--- src/rtl/npq_pkg.sv ---
// Shared types, widths and helpers for the nearest palette color quantizer.
// No dependencies; imported by npq_cell and the top level.
`default_nettype none

package npq_pkg;

   localparam int PALETTE_DEPTH_DEFAULT = 256;

   localparam int IDX_W  = 8;   // palette index / slot width
   localparam int CNT_W  = 9;   // palette_count register width
   localparam int CH_W   = 8;   // one color channel
   localparam int RGB_W  = 24;  // packed R:G:B
   localparam int SQ_W   = 16;  // one squared channel difference
   localparam int DIST_W = 18;  // sum of three squares, max 195075

   typedef enum logic {
      FUNC_WRITE = 1'b0,
      FUNC_PIXEL = 1'b1
   } func_type;

   // One beat as it travels down the cell chain.
   typedef struct packed {
      func_type            func;
      logic [IDX_W-1:0]    slot;       // palette slot for a write
      logic [RGB_W-1:0]    rgb;        // pixel, or the entry being written
      logic [IDX_W-1:0]    best_idx;
      logic [DIST_W-1:0]   best_dist;
      logic                have;       // best_* holds a real candidate
   } item_type;

   // Beat between the square and the compare half of a cell.
   typedef struct packed {
      item_type            item;
      logic [SQ_W-1:0]     sq_r;
      logic [SQ_W-1:0]     sq_g;
      logic [SQ_W-1:0]     sq_b;
   } mid_type;

   function automatic logic [SQ_W-1:0] sq_diff(input logic [CH_W-1:0] a,
                                                input logic [CH_W-1:0] b);
      logic [CH_W-1:0] d;
      d = (a >= b) ? (a - b) : (b - a);
      return {{(SQ_W-CH_W){1'b0}}, d} * {{(SQ_W-CH_W){1'b0}}, d};
   endfunction

endpackage

`default_nettype wire

--- src/rtl/npq_cell.sv ---
// One systolic cell: holds one palette entry, squares the channel deltas,
// then sums and keeps the running best. Depends on npq_pkg.
`default_nettype none

module npq_cell
   import npq_pkg::*;
(
   input  wire logic               clock,
   input  wire logic               reset,
   input  wire logic               en,
   input  wire logic [IDX_W-1:0]   cell_index,
   input  wire logic [CNT_W-1:0]   palette_count,
   input  wire logic               in_valid,
   input  wire item_type           in_item,
   output logic                    out_valid,
   output item_type                out_item
);

   logic [RGB_W-1:0] entry_ff;
   logic             mid_valid_ff;
   mid_type          mid_ff;
   mid_type          mid_in;
   logic             out_valid_ff;
   item_type         out_ff;
   item_type         out_in;

   logic               wr_hit;
   logic [DIST_W-1:0]  cand_dist;
   logic               active;
   logic               take;

   // A write lands here as it passes, so later beats see it and earlier ones do not.
   assign wr_hit = en && in_valid && (in_item.func == FUNC_WRITE) &&
                   (in_item.slot == cell_index);

   always_comb begin
      mid_in.item = in_item;
      mid_in.sq_r = sq_diff(in_item.rgb[23:16], entry_ff[23:16]);
      mid_in.sq_g = sq_diff(in_item.rgb[15:8],  entry_ff[15:8]);
      mid_in.sq_b = sq_diff(in_item.rgb[7:0],   entry_ff[7:0]);
   end

   always_comb begin
      cand_dist = DIST_W'(mid_ff.sq_r) + DIST_W'(mid_ff.sq_g) + DIST_W'(mid_ff.sq_b);
      active    = {1'b0, cell_index} < palette_count;
      take      = (mid_ff.item.func == FUNC_PIXEL) && active &&
                  (!mid_ff.item.have || (cand_dist < mid_ff.item.best_dist));
      out_in    = mid_ff.item;
      if (take) begin
         out_in.best_idx  = cell_index;
         out_in.best_dist = cand_dist;
         out_in.have      = 1'b1;
      end
   end

   always_ff @(posedge clock) begin
      if (wr_hit) begin
         entry_ff <= in_item.rgb;
      end
   end

   always_ff @(posedge clock) begin
      if (reset) begin
         mid_valid_ff <= 1'b0;
         out_valid_ff <= 1'b0;
      end else if (en) begin
         mid_valid_ff <= in_valid;
         out_valid_ff <= mid_valid_ff;
      end
   end

   always_ff @(posedge clock) begin
      if (en) begin
         mid_ff <= mid_in;
         out_ff <= out_in;
      end
   end

   assign out_valid = out_valid_ff;
   assign out_item  = out_ff;

endmodule

`default_nettype wire

--- config.mk ---
export PLATFORM = sky130hd
export DESIGN_NAME = npq_cell
export DESIGN_NICKNAME = d
export VERILOG_FILES = /design/src/rtl/npq_pkg.sv /design/src/rtl/npq_cell.sv
export SDC_FILE = /design/constraint.sdc
export NUM_CORES = 1
export LEC_CHECK = 0
export BUFFER_PORTS_ARGS = -buffer_cell sky130_fd_sc_hd__buf_2
export CAP_MARGIN = 25
export CORE_MARGIN = 8
export CORE_UTILIZATION = 40
export CTS_CLUSTER_DIAMETER = 150
export DETAILED_ROUTE_END_ITERATION = 10
export PLACE_DENSITY = 0.58
export SKIP_LAST_GASP = 1
export SYNTH_ARGS = -nofsm -noshare
export SYNTH_HDL_FRONTEND = slang
export SYNTH_SLANG_ARGS = --single-unit
export TNS_END_PERCENT = 5
--- constraint.sdc ---
create_clock -name clock -period 9.7 [get_ports clock]
set_clock_uncertainty 0.15 [all_clocks]
set_input_delay 1.455 -clock clock [delete_from_list [all_inputs] [get_ports clock]]
set_output_delay 1.455 -clock clock [all_outputs]
set_load 0.01 [all_outputs]
-- Yosys cells after proc, flatten, opt, wreduce, memory -nomap -nowiden
Cells that the tools add are included.
- flip-flop bits (word level): 194
- bits of input ports: 81
- word-level logic and storage cells: 47
- output and inout port bits: 61
- multiply operators: 3
- mux-type cells: 4
- order comparisons: 5
- equality and inequality tests: 1
- reduce and logical (&&, ||, !) cells: 7
- bitwise operators: 1
- $add $sub $neg: 8
- operators with widths (kind ; count):
    8-bit by 8-bit multiplier with 16-bit output ; 3
    8-bit subtractor ; 6
    27-bit two-way mux ; 1
    8-bit greater-or-equal comparator ; 3
    8-bit two-way mux ; 3
    17-bit by 16-bit adder with 18-bit output ; 1
    18-bit < comparator ; 1
    16-bit by 16-bit adder with 17-bit output ; 1
    8-bit by 9-bit < comparator with 1-bit output ; 1
    8-bit == test ; 1
    1-bit logical AND ; 5
    1-bit logical NOT ; 1
    1-bit logical OR ; 1
    1-bit NOT ; 1

-- Longest topological paths before layout
- depth after elaboration: 6
- gate-level depth with buffers: 28
- depth with buffers taken out: 28

-- Worst setup path before layout
OpenSTA, ideal clock, no wires.
- kind: input to register
- start point: input in_item[43] (netlist bit)
- end point: register mid_ff[47] (netlist bit), data pin
- cell stages on the path: 27
- setup slack: 1.732 ns
- data required time: 9.289 ns
- setup time: 0.261 ns
- path buffers: 1
- arrival: 7.557 ns
- path through: inv_1 -> ha_1 -> inv_1 -> fa_1 -> a221o_2 -> nor4_4 -> o21ai_4 -> mux2i_1 -> xor2_1 -> buf_2 -> nor2_1 -> inv_1 -> fa_1 -> inv_1 -> fa_1 -> inv_1 -> fa_1 -> fa_1 -> inv_1 -> ha_1 -> or2_2 -> a21oi_1 -> a21oi_1 -> and4_1 -> a2111oi_0 -> a21oi_1 -> xor2_1
- RTL lines (item ; line ; source):
    start: declaration ; npq_cell.sv:14 ; input wire item_type in_item,
    end signal: assignment ; npq_cell.sv:74 ; mid_ff <= mid_in;
    end: declaration ; npq_cell.sv:21 ; mid_type mid_ff;

==> results.txt <==
- Outcome: completed
- Via count: 9019
- Startpoint-to-endpoint class of the critical path: in2reg
* Dominant cell type by area after synthesis: edfxtp_1
- For this run, the slowest stage of the critical path takes 0.70 ns.
- Tcrit/Tclk final: 84.5%
- Die area: 42200 um2
- Maximum number of pins on one net before global-route repair: 65
- Data required time at the worst endpoint: 9.74 ns
- Average size of a mapped cell: 11.5 um2
- Clock root cell: clkbuf_16
- The max-slew violation total from the final report came to 0.
- Total number of nets in the final design: 1752
* Number of global-route vias before repair: 9452
- Hold repair after CTS inserted 0 buffers.
* Placed insts: 1844
- After global routing the overflow that remains totals 0.
- Ys async rst share: 0%
- Biggest area contributors in the synthesized netlist: edfxtp_1 40%, ha_1 15%, fa_1 14%
- Cell types with the highest counts after synthesis: 228 x inv_1, 189 x edfxtp_1, 172 x ha_1
* Largest driver fanout on the critical path: 11
- After clock tree synthesis, the clock-pin slew on the worst setup and hold paths is 0.08 ns.
- Most common cell type on the critical path: fa_1
* Die width: 205 um
- Setup repair after global routing missed its margin: no
- The first global-routing pass estimated 46.7 mm of wire.
- Final hold viol count: 0
- Cells after synthesis: 1246
- Max-cap violations in this run came to 0.
- Of the cells placed in the final design, the portion with a size suffix greater than 1 is 17.4%.
* Count of flip-flops with a built-in enable after synthesis: 189
* Starting DRC count in detailed routing: 349
* GP Congestion: 0.815
- After synthesis the netlist holds a flip-flop and latch count of 191.
* Ant. Diodes: 0
* Area fraction of the dominant cell type after synthesis: 39.5%
- Yosys printed 0 warnings.
- In the final routed layout, each cell accounts on average for 14.8 um.
- The floorplan has 69 rows.
- Once the floorplan was initialized, standard cells occupied 40.5% of the core.
- TritonCTS built the clock tree.
* Aggregate negative setup slack: 0 ns
- In this run the post-CTS setup repair buffer count came out at 0.
- The netlist uses 65 different library cells.
* Overall power: 0.00569 W
- In the global route stage, overall resource usage came out at 13.7%.
- Floorplan core area: 35500 um2
* Maximum buffer depth of the clock tree: 2
- Cells resized by post-CTS repair: 0
- Maximum level of the CTS H-tree: 4
- After detailed routing, the number of vias per cell comes to 4.81.
* DRT Wirelength: 27.7 mm
- Post-detailed-route count of antenna-violating nets: 0
- Buffers placed on the I/O ports in this run total 141.
- For this design the static power due to leakage is 7.63 nW.
- Among all stages on the critical path, the largest delay is contributed by xor2_1.
- Relative to the synthesized area, the layout overhead comes to 13.5%.
* Total CTS buffers: 17
* Count of pins on the block boundary: 142
- Element type at the critical path end: flip-flop
- For this run, the register share of the synthesized area comes to 39.8%.
- Summed over all nets, the half-perimeter wirelength after detailed placement is 21.9 mm.
* Height of the die: 205 um
* Source-to-sink clock delay at the later pin of the worst-skew pair: 0.45 ns
- Area of the mapped netlist: 14400 um2
- The most common cell in the synthesized netlist is inv_1.
* Number of setup violations in the final report: 0
- The initial antenna violation count came to 0.
* Sort of element at the start of the critical path: input port
* Total power divided by cell area: 349 nW/um2
* CTS sink cnt: 191
- Worst EP arrival: 8.24 ns
- The worst hold path belongs to the class reg2reg.
- Fill count: 3264
* Number of detailed-routing iterations run before antenna repair: 4
- The routed design could run at a clock period as short as 8.20 ns.
- Relative max-transition margin: 39.2%
- At the end of the flow the core is filled with cells to 46.0%.
* Maximum operating frequency: 122 MHz
- For the pin with the worst max-slew slack, the measured transition is 0.887 ns.
- DRC errors left: 0
* Flip-flop cell with the highest count after synthesis: edfxtp_1
* Largest voltage drop on the vdd net: 0.232 mV
- For this run, the number of standard cells in the final layout without fillers is 1876.
[critical path: cells and delay by family]
family	cells	cell delay, ns
XOR/XNOR	2	0.89
multiplexers	1	0.20
AND/OR/NAND/NOR	4	0.99
buffers and inverters	5	0.33
adder cells (fa/ha/maj)	7	2.80
AO/OA/AOI/OAI	6	1.59
[layout by cell type, fill, tap and decap left out, types with 3 or more instances in the layout]
| master | Yosys | routed |
|---|---|---|
| mux2_2 | 23 | 23 |
| nor2_1 | 104 | 104 |
| ha_1 | 172 | 172 |
| o211ai_1 | 3 | 3 |
| o21bai_1 | 8 | 8 |
| o31ai_1 | 4 | 4 |
| a21o_1 | 28 | 28 |
| and3_1 | 3 | 3 |
| a21boi_0 | 4 | 4 |
| buf_2 | 4 | 140 |
| conb_1 | 2 | 5 |
| nand3_1 | 7 | 7 |
| buf_4 | 0 | 7 |
| xnor2_2 | 5 | 5 |
| or3_1 | 4 | 4 |
| edfxtp_1 | 189 | 189 |
| clkbuf_16 | 0 | 17 |
| xor2_1 | 25 | 25 |
| inv_8 | 0 | 5 |
| o21a_1 | 11 | 11 |
| nor3_1 | 14 | 14 |
| nor2b_1 | 11 | 11 |
| xnor2_1 | 55 | 55 |
| bufinv_16 | 0 | 4 |
| or2_2 | 19 | 19 |
| inv_1 | 228 | 228 |
| o21ai_0 | 26 | 26 |
| nand2_1 | 22 | 22 |
| nand4_1 | 8 | 8 |
| mux2i_1 | 25 | 25 |
| a21oi_1 | 67 | 67 |
| nand2b_1 | 18 | 18 |
| fa_1 | 97 | 97 |
| a31oi_1 | 3 | 3 |
[sequential cells by signal, indices dropped and copies added, names as in the netlist]
signal        flops
out_item         60
out_valid         1
entry_ff         24
mid_valid_ff      1
mid_ff          105
[report_power, final]
part / leakage [nW] / internal, W / switching, W
clock network: 0.317 / 0.000443 / 0.000335
logic: 5.46 / 0.00166 / 0.00195
registers: 1.85 / 0.00123 / 0.0000698
[area by class of cell]
type / count / area, um2 / area share [%]
Multi-Input combinational cell: 816 / 7740 / 47.5
Inverter: 228 / 856 / 5.25
Tap cell: 461 / 577 / 3.54
Clock inverter: 14 / 223 / 1.37
Timing Repair Buffer: 148 / 764 / 4.69
Sequential cell: 191 / 5720 / 35.0
Clock buffer: 18 / 429 / 2.63
[per-stage QoR]
step | hold slack, ns | worst slack (ns) | cell area, um2
6_report | 0.265 | 1.50 | 16300
5_1_grt | 0.274 | 1.08 | 16300
4_1_cts | 0.265 | 1.50 | 16300
3_5_place_dp | 0.255 | 1.01 | 15700
3_3_place_gp | 0.251 | 1.23 | 15700
2_1_floorplan | 0.250 | 1.73 | 14400
[logic make-up (layout without fill, tap and decap cells)]
logic type | after synthesis | after routing | share of synthesized area [%]
AO/OA/AOI/OAI | 183 | 183 | 8.46
XOR/XNOR | 87 | 87 | 5.67
adder cells (fa/ha/maj) | 269 | 269 | 28.5
buffers and inverters | 242 | 408 | 6.41
flip-flops | 191 | 191 | 39.8
multiplexers | 48 | 48 | 3.55
other | 2 | 5 | 0.0523
AND/OR/NAND/NOR | 224 | 224 | 7.55
[per-layer routing]
layer  global-route usage (%)  share of wire [%]
met1                     18.7                 49
met2                     22.2                 46
met3                     2.80                4.3
met4                     3.06               0.81
met5                        0                  0
[final timing paths]
kind	start	to	depth (start not counted)	slack, ns
max	in_item[43]	mid_ff[47]$_DFFE_PP_	25	1.50
min	mid_ff[79]$_DFFE_PP_	out_item[31]$_DFFE_PP_	0	0.26
max reg2reg	entry_ff[16]$_DFFE_PP_	mid_ff[47]$_DFFE_PP_	23	2.34
min reg2reg	mid_ff[79]$_DFFE_PP_	out_item[31]$_DFFE_PP_	0	0.26
No activity file was read; power rests on OpenSTA's default activity.
